--- config.mk ---
export PLATFORM = sky130hd
export DESIGN_NAME = bresenham_line_rasterizer_top
export DESIGN_NICKNAME = d
export VERILOG_FILES = /design/src/sv/blr_pkg.sv /design/src/sv/blr_walker.sv /design/src/sv/blr_emit.sv /design/src/sv/bresenham_line_rasterizer_top.sv
export SDC_FILE = /design/constraint.sdc
export NUM_CORES = 1
export LEC_CHECK = 0
export BUFFER_PORTS_ARGS = -buffer_cell sky130_fd_sc_hd__buf_2
export CORE_MARGIN = 2
export CORE_UTILIZATION = 40
export CTS_CLUSTER_DIAMETER = 50
export DETAILED_ROUTE_END_ITERATION = 6
export PLACE_DENSITY = 0.57
export SLEW_MARGIN = 25
export SYNTH_ARGS = -nofsm -noshare
export SYNTH_HDL_FRONTEND = slang
export SYNTH_SLANG_ARGS = --single-unit
--- constraint.sdc ---
create_clock -name clk -period 7.3 [get_ports clk]
set_clock_uncertainty 0.15 [all_clocks]
set_input_delay 0.73 -clock clk [delete_from_list [all_inputs] [get_ports clk]]
set_output_delay 0.73 -clock clk [all_outputs]
set_load 0.02 [all_outputs]
--- src/sv/blr_pkg.sv ---
// Shared types and constants for the Bresenham line rasterizer.
package blr_pkg;

  localparam int REG_W     = 13;   // frame size register width
  localparam int ADDR_W    = 24;   // framebuffer address width
  localparam int COLOR_W   = 32;
  localparam int CFG_IDX_W = 2;

  localparam logic [CFG_IDX_W-1:0] CFG_FRAME_WIDTH  = 2'd0;
  localparam logic [CFG_IDX_W-1:0] CFG_FRAME_HEIGHT = 2'd1;

  localparam logic [REG_W-1:0] FRAME_WIDTH_RST  = 13'd640;
  localparam logic [REG_W-1:0] FRAME_HEIGHT_RST = 13'd480;

  localparam logic KIND_LOAD = 1'b0;
  localparam logic KIND_STEP = 1'b1;

  typedef struct packed {
    logic active;
    logic at_end;
  } walk_status_t;

endpackage

--- src/sv/blr_walker.sv ---
// Line state: endpoint load, error term and one Bresenham step per item.
module blr_walker import blr_pkg::*; #(
  parameter int COORD_BITS = 16
) (
  input  logic                  clk,
  input  logic                  rst_n,
  input  logic                  load,
  input  logic                  step,
  input  logic [COORD_BITS-1:0] start_x,
  input  logic [COORD_BITS-1:0] start_y,
  input  logic [COORD_BITS-1:0] end_x,
  input  logic [COORD_BITS-1:0] end_y,
  input  logic [COLOR_W-1:0]    color,
  output logic [COORD_BITS-1:0] cur_x,
  output logic [COORD_BITS-1:0] cur_y,
  output logic [COLOR_W-1:0]    cur_color,
  output walk_status_t          status
);

  localparam int CW = COORD_BITS;
  localparam int EW = COORD_BITS + 2;

  logic [CW-1:0]        cur_x_r, cur_y_r, tgt_x_r, tgt_y_r;
  logic [CW-1:0]        cur_x_nxt, cur_y_nxt;
  logic                 neg_x_r, neg_y_r;
  logic [CW-1:0]        span_x_r;
  logic signed [CW:0]   span_y_neg_r;
  logic signed [EW-1:0] err_r, err_nxt;
  logic [COLOR_W-1:0]   color_r;
  logic                 active_r;

  logic signed [CW:0]   dx, dy, adx, ady;
  logic signed [EW-1:0] err_load;
  logic signed [EW:0]   dbl, sx_ext, sy_ext;
  logic                 move_x, move_y, at_end;

  // load-time setup
  always_comb begin
    dx  = $signed({end_x[CW-1], end_x}) - $signed({start_x[CW-1], start_x});
    dy  = $signed({end_y[CW-1], end_y}) - $signed({start_y[CW-1], start_y});
    adx = dx[CW] ? -dx : dx;
    ady = dy[CW] ? -dy : dy;
    err_load = $signed(EW'(adx)) - $signed(EW'(ady));
  end

  assign at_end = (cur_x_r == tgt_x_r) && (cur_y_r == tgt_y_r);

  // step: doubled error against both spans
  always_comb begin
    dbl    = {err_r, 1'b0};
    sx_ext = $signed({{(EW+1-CW){1'b0}}, span_x_r});
    sy_ext = $signed({{(EW-CW){span_y_neg_r[CW]}}, span_y_neg_r});
    move_x = dbl >= sy_ext;
    move_y = dbl <= sx_ext;
    err_nxt = err_r;
    if (move_x) err_nxt = err_nxt + $signed(sy_ext[EW-1:0]);
    if (move_y) err_nxt = err_nxt + $signed(sx_ext[EW-1:0]);
    cur_x_nxt = cur_x_r;
    cur_y_nxt = cur_y_r;
    if (move_x) cur_x_nxt = neg_x_r ? cur_x_r - 1'b1 : cur_x_r + 1'b1;
    if (move_y) cur_y_nxt = neg_y_r ? cur_y_r - 1'b1 : cur_y_r + 1'b1;
  end

  always_ff @(posedge clk) begin
    if (!rst_n) begin
      active_r <= 1'b0;
    end else if (load) begin
      active_r <= 1'b1;
    end else if (step && active_r && at_end) begin
      active_r <= 1'b0;
    end
  end

  always_ff @(posedge clk) begin
    if (load) begin
      cur_x_r      <= start_x;
      cur_y_r      <= start_y;
      tgt_x_r      <= end_x;
      tgt_y_r      <= end_y;
      neg_x_r      <= !($signed(start_x) < $signed(end_x));
      neg_y_r      <= !($signed(start_y) < $signed(end_y));
      span_x_r     <= adx[CW-1:0];
      span_y_neg_r <= -ady;
      err_r        <= err_load;
      color_r      <= color;
    end else if (step && active_r && !at_end) begin
      cur_x_r <= cur_x_nxt;
      cur_y_r <= cur_y_nxt;
      err_r   <= err_nxt;
    end
  end

  assign cur_x          = cur_x_r;
  assign cur_y          = cur_y_r;
  assign cur_color      = color_r;
  assign status.active  = active_r;
  assign status.at_end  = at_end;

endmodule

--- src/sv/blr_emit.sv ---
// Result stage: frame clipping, address computation and the output register.
module blr_emit import blr_pkg::*; #(
  parameter int COORD_BITS = 16
) (
  input  logic                  clk,
  input  logic                  rst_n,
  input  logic                  emit,
  input  logic                  out_stall,
  input  logic [COORD_BITS-1:0] cur_x,
  input  logic [COORD_BITS-1:0] cur_y,
  input  logic [COLOR_W-1:0]    cur_color,
  input  logic                  at_end,
  input  logic [REG_W-1:0]      frame_width,
  input  logic [REG_W-1:0]      frame_height,
  output logic                  out_valid,
  output logic [COORD_BITS-1:0] out_pixel_x,
  output logic [COORD_BITS-1:0] out_pixel_y,
  output logic [ADDR_W-1:0]     out_pixel_address,
  output logic                  out_write_enable,
  output logic [COLOR_W-1:0]    out_pixel_color,
  output logic                  out_last
);

  localparam int UW = (COORD_BITS > REG_W) ? COORD_BITS : REG_W;

  logic [UW-1:0]        x_u, y_u, w_u, h_u;
  logic                 in_frame;
  logic [2*REG_W-1:0]   prod, sum;
  logic [ADDR_W-1:0]    addr;

  logic                  valid_r;
  logic [COORD_BITS-1:0] x_r, y_r;
  logic [ADDR_W-1:0]     addr_r;
  logic                  we_r, last_r;
  logic [COLOR_W-1:0]    color_r;

  always_comb begin
    x_u = UW'(cur_x);
    y_u = UW'(cur_y);
    w_u = UW'(frame_width);
    h_u = UW'(frame_height);
    in_frame = !cur_x[COORD_BITS-1] && !cur_y[COORD_BITS-1] && (x_u < w_u) && (y_u < h_u);
    // inside the frame both coordinates are below 2^REG_W
    prod = (2*REG_W)'(y_u[REG_W-1:0]) * (2*REG_W)'(frame_width);
    sum  = prod + (2*REG_W)'(x_u[REG_W-1:0]);
    addr = in_frame ? sum[ADDR_W-1:0] : '0;
  end

  always_ff @(posedge clk) begin
    if (!rst_n) begin
      valid_r <= 1'b0;
    end else if (emit) begin
      valid_r <= 1'b1;
    end else if (!out_stall) begin
      valid_r <= 1'b0;
    end
  end

  always_ff @(posedge clk) begin
    if (emit) begin
      x_r     <= cur_x;
      y_r     <= cur_y;
      addr_r  <= addr;
      we_r    <= in_frame;
      color_r <= cur_color;
      last_r  <= at_end;
    end
  end

  assign out_valid         = valid_r;
  assign out_pixel_x       = x_r;
  assign out_pixel_y       = y_r;
  assign out_pixel_address = addr_r;
  assign out_write_enable  = we_r;
  assign out_pixel_color   = color_r;
  assign out_last          = last_r;

  a_addr_zero_off_frame: assert property (@(posedge clk) disable iff (!rst_n)
    valid_r && !we_r |-> addr_r == '0)
    else $error("address not zero for pixel outside the frame");

endmodule

--- src/sv/bresenham_line_rasterizer_top.sv ---
// Top level of the all-octant Bresenham line rasterizer with frame clipping.
//
// Input channel (in_valid/in_stall): a load item (in_kind 0) latches the
// endpoints and colour and gives no result; a step item (in_kind 1) gives
// the current pixel of the active line and advances it. A step with no
// active line is consumed with no result; a load drops any line in flight.
// Result channel (out_valid/out_stall): one pixel per step item, with
// coordinates, address y*width+x (0 when clipped), write enable, colour and
// a last flag on the endpoint. out_valid rises in the cycle after a step item
// is accepted. One item is accepted every cycle unless a step item meets a
// held result; the single output register sets that figure. While a result
// is held by out_stall, step items are stalled but load items are still taken.
// Config port (cfg_valid/cfg_ready): cfg_ready is always high; index 0 is
// frame width, index 1 frame height, other indices are ignored. Write only
// while idle.
// Reset (rst_n, synchronous): no active line, no result pending, frame
// size back to 640 x 480. No clearing pass is needed.
module bresenham_line_rasterizer_top import blr_pkg::*; #(
  parameter int COORD_BITS = 16
) (
  input  logic                  clk,
  input  logic                  rst_n,
  input  logic                  cfg_valid,
  output logic                  cfg_ready,
  input  logic [CFG_IDX_W-1:0]  cfg_index,
  input  logic [REG_W-1:0]      cfg_data,
  input  logic                  in_valid,
  output logic                  in_stall,
  input  logic                  in_kind,
  input  logic [COORD_BITS-1:0] in_start_x,
  input  logic [COORD_BITS-1:0] in_start_y,
  input  logic [COORD_BITS-1:0] in_end_x,
  input  logic [COORD_BITS-1:0] in_end_y,
  input  logic [COLOR_W-1:0]    in_line_color,
  output logic                  out_valid,
  input  logic                  out_stall,
  output logic [COORD_BITS-1:0] out_pixel_x,
  output logic [COORD_BITS-1:0] out_pixel_y,
  output logic [ADDR_W-1:0]     out_pixel_address,
  output logic                  out_write_enable,
  output logic [COLOR_W-1:0]    out_pixel_color,
  output logic                  out_last
);

  logic [REG_W-1:0]      frame_width_r, frame_height_r;
  logic                  in_fire, load, step, emit;
  logic [COORD_BITS-1:0] cur_x, cur_y;
  logic [COLOR_W-1:0]    cur_color;
  walk_status_t          status;

  assign cfg_ready = 1'b1;

  always_ff @(posedge clk) begin
    if (!rst_n) begin
      frame_width_r  <= FRAME_WIDTH_RST;
      frame_height_r <= FRAME_HEIGHT_RST;
    end else if (cfg_valid && cfg_ready) begin
      case (cfg_index)
        CFG_FRAME_WIDTH:  frame_width_r  <= cfg_data;
        CFG_FRAME_HEIGHT: frame_height_r <= cfg_data;
        default: ;
      endcase
    end
  end

  // only a step item needs the output register free
  assign in_stall = out_valid && out_stall && (in_kind == KIND_STEP);
  assign in_fire  = in_valid && !in_stall;
  assign load     = in_fire && (in_kind == KIND_LOAD);
  assign step     = in_fire && (in_kind == KIND_STEP);
  assign emit     = step && status.active;

  blr_walker #(.COORD_BITS(COORD_BITS)) u_walker (
    .clk       (clk),
    .rst_n     (rst_n),
    .load      (load),
    .step      (step),
    .start_x   (in_start_x),
    .start_y   (in_start_y),
    .end_x     (in_end_x),
    .end_y     (in_end_y),
    .color     (in_line_color),
    .cur_x     (cur_x),
    .cur_y     (cur_y),
    .cur_color (cur_color),
    .status    (status)
  );

  blr_emit #(.COORD_BITS(COORD_BITS)) u_emit (
    .clk               (clk),
    .rst_n             (rst_n),
    .emit              (emit),
    .out_stall         (out_stall),
    .cur_x             (cur_x),
    .cur_y             (cur_y),
    .cur_color         (cur_color),
    .at_end            (status.at_end),
    .frame_width       (frame_width_r),
    .frame_height      (frame_height_r),
    .out_valid         (out_valid),
    .out_pixel_x       (out_pixel_x),
    .out_pixel_y       (out_pixel_y),
    .out_pixel_address (out_pixel_address),
    .out_write_enable  (out_write_enable),
    .out_pixel_color   (out_pixel_color),
    .out_last          (out_last)
  );

  a_load_no_result: assert property (@(posedge clk) disable iff (!rst_n)
    load && !(out_valid && out_stall) |=> !out_valid)
    else $error("load item produced a pixel");

  a_endpoint_ends_line: assert property (@(posedge clk) disable iff (!rst_n)
    emit && status.at_end |=> !status.active || $past(load))
    else $error("line still active after endpoint pixel");

  a_emit_sets_valid: assert property (@(posedge clk) disable iff (!rst_n)
    emit |=> out_valid && (out_last == $past(status.at_end)))
    else $error("emitted pixel missing or last flag wrong");

  a_step_idle_no_result: assert property (@(posedge clk) disable iff (!rst_n)
    step && !status.active && !(out_valid && out_stall) |=> !out_valid)
    else $error("step with no active line produced a pixel");

endmodule

==> run metrics, run 1 <==
post-synthesis sequential area ratio 32.9%; Setup Buffers After CTS 0; Crit path required time 7.46 ns; synth unique cells 100; Max Slew Vio Count 0; Die ar. 60700 µm²; average size of a mapped cell 9.78 µm²; Final Wtd Congestion 0.896; CP most frequent cell fa_1; critical path peak fanout 6; status completed; cell chain of the critical path and2_1 > fa_1 > inv_1 > fa_1 > inv_1 > fa_1 > fa_1 > fa_1 > inv_1 > fa_1 > inv_1 > ha_1 > a21o_1 > a21o_1 > a21oi_1 > o311ai_0 > buf_4 > a41oi_1 > o21ai_0 > a21oi_1 > inv_1 > a21oi_1 > xor2_1 > nor2_1; first-pass GRT wire length 104000 µm; post-route ant nets 0; CP max stage delay 0.55 ns; Worst Setup EP u_emit.out_pixel_address[21]$_SDFFCE_PN0P_; largest net degree at the start of global routing 102; Starting Density 40.6%; WL per Instance 19.8 µm; drt via density 5.33; Power Total 0.00913 W; area taken by multi-input logic gates 14300 µm²; VDD IR max 0.173 mV; CTS tree built; Hold Buf Count CTS 0; CTS resizes 0; Ports 210; Tcrit/Tclk final 92.4%; CP max-delay cell fa_1; Post-Synthesis Cell Area 23500 µm²; FP Rows 88; fmax 148 MHz; cell count after synthesis 2404; r2r endpoint u_emit.out_pixel_address[21]$_SDFFCE_PN0P_; crit path DAT 6.91 ns; crit path kind reg -> reg; DP Area 25500 µm²; TritonCTS Buffers 43; area growth from synthesis to layout 14.5%; worst-margin pin slew 0.963 ns; H-tree levels 2; R2R Setup Slk 0.55 ns; Port Buffer Count 208; grt total ovfl 0; final wirelength 67800 µm; Clock Pin Slew Worst Setup and Hold Paths 0.06 ns; Rel. slew slack 35.8%; number of global-route vias before repair 18.2k; Die Height 246 µm; Die X 246 µm; dpl cells 3345; number of synthesis warnings 0; Crit. Startpoint u_walker.cur_y[6]$_DFFE_PP_; post-route cell area 26900 µm²; worst skew pair latency 0.57 ns; final setup vio count 0; DR iter-0 viols 1268; startpoint types flop; share of cells above drive strength 1 14.8%; # DRC 0; ys async rst share 0%; core area 57900 µm²; initial antenna violation count 1; EDFF count, synth 239; Leak 11.6 nW; fin crit period 6.75 ns; Worst setup EP type flop; Sequential cell area 7740 µm²; Finished Layout Cells 3425; FILL cells 5506; Max-Cap Viols 0; root buf cell clkbuf_16; syn_nets 2906; Clock Sinks 267; hpwl dp 54400 µm; Top FF cell, synth edfxtp_1; unrepaired setup endpoints after global routing no; Antenna Cells 0; Reg2Reg Depth 24; gr usage total 22.3%; setup TNS 0 ns; P per Cell Area 339 nW/µm²; final hold vios 0; post-synthesis register bit count 267; reg2reg start u_walker.cur_y[6]$_DFFE_PP_; via count 18.3k; Longest Clk Path Bufs 3; Hold/Removal Path Class in -> reg; drt pass-1 iters 5; final net count 3127
==> kinds of logic (layout without fill, tap and decap cells) <==
logic type	after synthesis	in the layout	share of synthesized area (%)
simple gates	688	688	14.5
xor+xnor	175	175	6.79
buf+inv	386	642	6.29
compound gates	475	475	13.4
other cells	1	1	0.0160
flops	267	267	32.9
mux	23	23	1.05
fa+ha+maj	389	389	25.0
==> power by group <==
part	switching [W]	leakage (nW)	internal, W
combinational	0.00289	8.52	0.00215
clock	0.000801	0.670	0.00116
sequential	0.000197	2.40	0.00193
==> cells in the mapped netlist, types with 32 or more instances <==
master / number / share of area, %
a21boi_0: 32 / 1.0
a21oi_1: 132 / 2.8
and2_1: 76 / 2.0
clkbuf_1: 52 / 0.83
edfxtp_1: 239 / 31
fa_1: 136 / 12
ha_1: 249 / 13
inv_1: 314 / 5.0
nand2_1: 227 / 3.6
nor2_1: 163 / 2.6
nor3_1: 34 / 0.72
o21ai_0: 96 / 2.0
xnor2_1: 125 / 4.7
xor2_1: 44 / 1.6
==> cell usage in the layout (no fill, tap or decap), types with 13 or more instances in the layout <==
| cell | Yosys | routed |
|---|---|---|
| nor3_1 | 34 | 34 |
| a21boi_0 | 32 | 32 |
| inv_1 | 314 | 313 |
| nand2_1 | 227 | 227 |
| nand2b_1 | 23 | 22 |
| buf_2 | 8 | 208 |
| a31oi_1 | 15 | 15 |
| nor2b_1 | 21 | 21 |
| xnor2_1 | 125 | 125 |
| fa_1 | 136 | 136 |
| o21a_1 | 22 | 22 |
| dfxtp_1 | 28 | 28 |
| edfxtp_1 | 239 | 239 |
| and2_1 | 76 | 76 |
| buf_4 | 3 | 38 |
| xor2_1 | 44 | 44 |
| o211ai_1 | 15 | 15 |
| nor2_1 | 163 | 163 |
| ha_1 | 249 | 249 |
| nand3_1 | 24 | 24 |
| nor4_1 | 14 | 14 |
| a21o_1 | 31 | 31 |
| o31ai_1 | 16 | 16 |
| a211oi_1 | 22 | 22 |
| a21oi_1 | 132 | 131 |
| mux2i_1 | 13 | 13 |
| o21ai_0 | 96 | 94 |
| clkbuf_16 | 0 | 44 |
| nand4_1 | 26 | 26 |
==> metal layers <==
metal / up-vias / GRT usage [%] / part of all wire [%]
met2: 610 / 34.5 / 43
met3: 78 / 3.58 / 6.9
met1: 8812 / 32.6 / 48
li1: 8768 / - / -
met5: - / 0 / 0.019
met4: 2 / 5.24 / 2.0
==> worst min-delay path by stage <==
stage                                           startpoint                                    to  slack (ns)  cells past startpoint
after global placement    u_walker.cur_color[30]$_DFFE_PP_  u_emit.out_pixel_color[30]$_DFFE_PP_        0.25                      0
after global routing                     in_line_color[31]      u_walker.cur_color[31]$_DFFE_PP_        0.16                      1
after floorplan            u_walker.cur_color[0]$_DFFE_PP_   u_emit.out_pixel_color[0]$_DFFE_PP_        0.25                      0
after detailed placement  u_walker.cur_color[18]$_DFFE_PP_  u_emit.out_pixel_color[18]$_DFFE_PP_        0.25                      0
final                                    in_line_color[17]      u_walker.cur_color[17]$_DFFE_PP_        0.18                      1
after CTS                                in_line_color[29]      u_walker.cur_color[29]$_DFFE_PP_        0.15                      1
==> registers in the layout (all words and copies together) (netlist names), 13 cells and up <==
signal	cells
u_walker.cur_x	16
u_emit.out_pixel_y	16
u_emit.out_pixel_x	16
u_walker.span_y_neg_r	17
u_walker.tgt_y_r	16
frame_width_r	13
frame_height_r	13
u_walker.cur_color	32
u_walker.cur_y	16
u_walker.span_x_r	16
u_walker.tgt_x_r	16
u_emit.out_pixel_color	32
u_emit.out_pixel_address	24
u_walker.err_r	18
==> critical path, delay by kind of cell, from the launching register on <==
kind | cells | cell delay [ns]
adder cells (fa/ha/maj) | 7 | 3.47
AO/OA/AOI/OAI | 8 | 1.58
flip-flops | 1 | 0.47
buffers and inverters | 6 | 0.43
AND/OR/NAND/NOR | 2 | 0.27
XOR/XNOR | 1 | 0.16
==> stage by stage <==
step                      setup WS (ns)  hold slack, ns  util (%)
after floorplan                   0.743           0.250         -
after global placement            0.556           0.250      44.1
after detailed placement          0.542           0.255      44.1
after CTS                         0.546           0.150      46.5
after global routing              0.178           0.156      46.5
final                             0.552           0.184      46.5
==> cell type report <==
| class | count | area share, % |
|---|---|---|
| clock buffer | 45 | 4.11 |
| timing repair buffer | 246 | 4.93 |
| tap | 765 | 3.56 |
| multi-input combinational | 1751 | 53.2 |
| sequential | 267 | 28.8 |
| inverter | 316 | 4.43 |
| clock inverter | 35 | 1.02 |
(Power assumes the default switching activity.)
==> run 2: changes to the inputs <==
==> constraint.sdc (replaced) <==
create_clock -name clk -period 5.6 [get_ports clk]
set_clock_uncertainty 0.15 [all_clocks]
set_input_delay 0.56 -clock clk [delete_from_list [all_inputs] [get_ports clk]]
set_output_delay 0.56 -clock clk [all_outputs]
set_load 0.02 [all_outputs]
==> run 2 against run 1 <==
The run now ends with negative setup slack left. Largest power group unchanged. Sequential power up 29%. Design area up 8.8%. Wire length up 1.6%. Hold slack worse by 0.16 ns. Fmax up 13%. Flip-flop and latch count unchanged. Via count up 4.6%. Critical path depth down 2. Utilization up 4.1 points. Final cell count up 7.0%. Non-clock buffer count up 238.
==> run metrics, run 2 (synthesis results as in run 1) <==
status complete, but fails checks; failing checks negative setup slack; cell chain of the critical path buf_6 > and2_4 > fa_1 > inv_1 > fa_1 > inv_2 > fa_1 > ha_1 > fa_1 > inv_1 > fa_1 > inv_1 > ha_2 > or3_4 > a21oi_4 > o31ai_4 > a2111oi_4 > o311ai_2 > a21oi_2 > buf_4 > xor2_1 > nor2_1; Crit. path cell count 22; Final Wtd Congestion 0.926; critical path peak fanout 5; Tcrit/Tclk final 106%; Setup WS pre-CTS -0.409 ns; via count 19.1k; core area 57900 µm²; Starting Density 40.6%; critical path's top delay family adder cells; number of global-route vias before repair 19.0k; # DRC 0; Clock Sinks 267; final wirelength 68900 µm; P per Cell Area 457 nW/µm²; largest net degree at the start of global routing 88; hpwl dp 55400 µm; Util after Layout 50.5%; Clock Pin Slew Worst Setup and Hold Paths 0.06 ns; TritonCTS Buffers 45; WHS 0.0257 ns; gr usage total 22.6%; final net count 3367; Ports 210; Finished Layout Cells 3665; H-tree levels 2; initial antenna violation count 0; fin worst setup slack -0.356 ns; unrepaired setup endpoints after global routing yes; root buf cell clkbuf_16; drt pass-1 iters 5; worst skew pair latency 0.58 ns; CP max stage delay 0.49 ns; first-pass GRT wire length 106000 µm; post-route ant nets 0; Die ar. 60700 µm²; commonest non-fill, non-tap cell in the layout inv_1; Port Buffer Count 208; Hold/Removal Path Class in -> reg; grt total ovfl 0; share of cells above drive strength 1 22.7%; Antenna Cells 0; Reg2Reg Depth 22; FP Rows 88; Max-Cap Viols 0; startpoint types flop; crit path kind reg -> reg; CP bufs+invs 6; drt via density 5.21; hold path depth 1; fmax 168 MHz; DP Area 27200 µm²; CTS tree built; area growth from synthesis to layout 24.6%; Longest Clk Path Bufs 3; Max Slew Vio Count 0; Worst setup EP type flop; final hold vios 0; Die Height 246 µm; final setup vio count 12; Leak 12.9 nW; dpl cells 3537; Crit path required time 5.76 ns; CP max-delay cell fa_1; post-route cell area 29300 µm²; Rel. slew slack 35.2%; CP most frequent cell fa_1; crit path DAT 6.12 ns; fin crit period 5.96 ns; most frequent cells in the layout inv_1, ha_1, buf_4, edfxtp_1, nand2_1; VDD IR max 0.346 mV; Die X 246 µm; WL per Instance 18.8 µm; worst-margin pin slew 0.969 ns; DR iter-0 viols 1194
==> run 2: cell count changes in the layout (fill, tap and decap cells not counted), sizes merged <==
cell | previous run | this run
clkinv | 20 | 13
clkinvlp | 5 | 2
bufinv | 1 | 3
buf | 246 | 453
dlygate4sd3 | 0 | 31
clkbuf | 45 | 55
==> run 2: power by group <==
| group | internal [W] | total, W | switching (W) |
|---|---|---|---|
| clock | 0.00171 | 0.00276 | 0.00105 |
| sequential | 0.00252 | 0.00274 | 0.000221 |
| combinational | 0.00368 | 0.00788 | 0.00420 |
==> run 2: worst paths after layout <==
path / end / slack, ns / from
hold reg to reg: u_emit.out_pixel_color[6]$_DFFE_PP_ / 0.25 / u_walker.cur_color[6]$_DFFE_PP_
setup reg to reg: u_emit.out_pixel_address[18]$_SDFFCE_PN0P_ / -0.36 / u_walker.cur_y[5]$_DFFE_PP_
setup / recovery: u_emit.out_pixel_address[18]$_SDFFCE_PN0P_ / -0.36 / u_walker.cur_y[5]$_DFFE_PP_
hold / removal: u_walker.tgt_y_r[3]$_DFFE_PP_ / 0.03 / in_end_y[3]
==> run 2: final cells by class <==
class                           count  area, µm²
Fill cell                        5412      28600
Timing Repair Buffer              484       3230
Clock buffer                       55       1220
Multi-Input combinational cell   1751      14700
Sequential cell                   267       7740
Tap cell                          765        957
Inverter                          316       1190
Clock inverter                     27        285
==> run 2: metrics by stage <==
step	total power [W]	setup TNS, ns
floorplan	0.00784	-0.873
global placement	0.0100	-2.39
detailed placement	0.0101	-3.62
CTS	0.0132	-2.21
global route	0.0144	-5.20
finish	0.0134	-2.67
==> run 2: layer usage <==
metal / track usage [%] / share of wire (%)
met5: 0 / 0
met4: 5.33 / 2.2
met3: 3.29 / 6.4
met2: 35.3 / 43
met1: 32.9 / 48
==> run 2: timing repair <==
| item | in CTS | in global routing |
|---|---|---|
| buffers inserted | 16 | 2 |
| resized for setup | 22 | 26 |
| hold endpoints to repair | 31 | 0 |
| pin swaps | 21 | 10 |
| hold buffers | 31 | 0 |
| endpoints found under the setup margin | 11 | 20 |
| gates cloned | 0 | 0 |
==> run 3: changes to the inputs <==
--- a/config.mk
+++ b/config.mk
@@ -10,6 +10,7 @@
 export CORE_UTILIZATION = 40
 export CTS_CLUSTER_DIAMETER = 50
 export DETAILED_ROUTE_END_ITERATION = 6
+export HOLD_SLACK_MARGIN = 0.06
 export PLACE_DENSITY = 0.57
 export SLEW_MARGIN = 25
 export SYNTH_ARGS = -nofsm -noshare
==> run 3 against run 2 <==
The flow still finishes with violations (negative setup slack). Sequential share of layout area shrank 0.23 points. Die area is the same. First-iteration DRC count grew 11%. Combinational power grew 0.8%. Fmax is essentially flat. Clock power is essentially flat. Hold slack gained 0.064 ns. Via count grew 0.66%. Critical endpoint unchanged. Largest power group unchanged. Highest routed layer unchanged.
==> run metrics, run 3 (synthesis results as in run 1) <==
Switching Share 40.9%; via count 19.2k; post-route ant nets 0; Die X 246 µm; fin worst setup slack -0.360 ns; CTS tree built; Antenna Cells 0; most frequent cells in the layout inv_1, buf_4, ha_1, edfxtp_1, nand2_1; first-pass GRT wire length 107000 µm; failing checks negative setup slack; unrepaired setup endpoints after global routing yes; Hold/Removal Path Class in -> reg; fmax 168 MHz; largest net degree at the start of global routing 88; VDD IR max 0.348 mV; final setup vio count 12; TritonCTS Buffers 45; worst skew pair latency 0.58 ns; WHS 0.0899 ns; Pint 0.00794 W; Power Total 0.0134 W; Tcrit/Tclk final 106%; final wirelength 69100 µm; final net count 3388; FP Rows 88; commonest non-fill, non-tap cell in the layout inv_1; Worst setup EP type flop; Leak 13.0 nW; worst-margin pin slew 0.976 ns; DR iter-0 viols 1320; Psw 0.00550 W; Clock Pin Slew Worst Setup and Hold Paths 0.06 ns; Util after Layout 51.0%; WL per Instance 18.7 µm; Starting Density 40.6%; Die ar. 60700 µm²; root buf cell clkbuf_16; Comb pwr share 59.1%; drt pass-1 iters 5; post-route cell area 29500 µm²; gr usage total 22.6%; Port Buffer Count 208; Ports 210; DP Area 27200 µm²; H-tree levels 2; Clock Sinks 267; fin crit period 5.96 ns; Clk pwr share 20.5%; critical path peak fanout 5; Final Wtd Congestion 0.926; Longest Clk Path Bufs 3; area growth from synthesis to layout 25.6%; status complete, but fails checks; final hold vios 0; Max Slew Vio Count 0; hpwl dp 55400 µm; Rel. slew slack 34.7%; core area 57900 µm²; startpoint types flop; share of cells above drive strength 1 22.7%; sequential share of power 20.4%; crit path DAT 6.12 ns; Die Height 246 µm; grt total ovfl 0; initial antenna violation count 0; number of global-route vias before repair 19.1k; drt via density 5.22; P per Cell Area 455 nW/µm²; # DRC 0; crit path kind reg -> reg; Crit path required time 5.76 ns; Max-Cap Viols 0; FILL cells 5381
[run 3: layout make-up]
class,instances,area [µm²],share of cell area (%)
clock buffers,55,1220,4.12
clock inverters,27,285,0.966
inverters,316,1190,4.03
multi-input cells,1751,14700,49.8
flip-flops and latches,267,7740,26.2
well taps,765,957,3.24
repair buffers,505,3440,11.6
[run 3: metal layers]
metal | vias up | global-route usage, % | share of wire (%)
li1 | 9281 | - | -
met5 | - | 0 | 0
met3 | 86 | 3.31 | 6.4
met4 | 0 | 5.33 | 2.1
met2 | 561 | 35.4 | 44
met1 | 9309 | 32.9 | 48
[run 3: repair_timing]
action	CTS	global route
endpoints found under the hold margin	51	0
resized for setup	22	37
setup endpoints to repair	11	20
pin swaps	21	12
hold buffers	51	0
buffers inserted	16	3
[run 3: path summary, 6_finish.rpt]
kind | from | to | slack (ns) | cells after the start
worst min register to register | u_walker.cur_color[6]$_DFFE_PP_ | u_emit.out_pixel_color[6]$_DFFE_PP_ | 0.25 | 0
worst min-delay path | in_end_x[11] | u_walker.tgt_x_r[11]$_DFFE_PP_ | 0.09 | 1
worst max register to register | u_walker.cur_y[5]$_DFFE_PP_ | u_emit.out_pixel_address[18]$_SDFFCE_PN0P_ | -0.36 | 22
worst max-delay path | u_walker.cur_y[5]$_DFFE_PP_ | u_emit.out_pixel_address[18]$_SDFFCE_PN0P_ | -0.36 | 22
[run 3: stage by stage]
stage                     setup TNS (ns)  setup slack [ns]  instances
after CTS                          -2.21            -0.317       3684
after global placement             -2.39            -0.334       3537
after detailed placement           -3.62            -0.409       3537
final                              -2.70            -0.360       3686
after global routing               -5.20            -0.610       3686
after floorplan                   -0.873            -0.266       2404
[run 3: power groups by stage]
stage / sequential, W / combinational (W) / clock, W
after global placement: 0.00277 / 0.00723 / 0
after CTS: 0.00273 / 0.00771 / 0.00282
after floorplan: 0.00271 / 0.00514 / 0
after global routing: 0.00276 / 0.00877 / 0.00290
final: 0.00274 / 0.00794 / 0.00276
after detailed placement: 0.00277 / 0.00738 / 0
[run 3: worst max-delay path, stage by stage, from the launching register on]
cell and delay [ns]:
edfxtp_1 0.45, buf_6 0.16, and2_4 0.15, fa_1 0.47, inv_1 0.05, fa_1 0.49
inv_2 0.04, fa_1 0.46, ha_1 0.31, fa_1 0.48, inv_1 0.05, fa_1 0.47
inv_1 0.04, ha_2 0.17, or3_4 0.38, a21oi_4 0.16, o31ai_4 0.10, a2111oi_4 0.42
o311ai_2 0.14, a21oi_2 0.21, buf_4 0.14, xor2_1 0.14, nor2_1 0.05
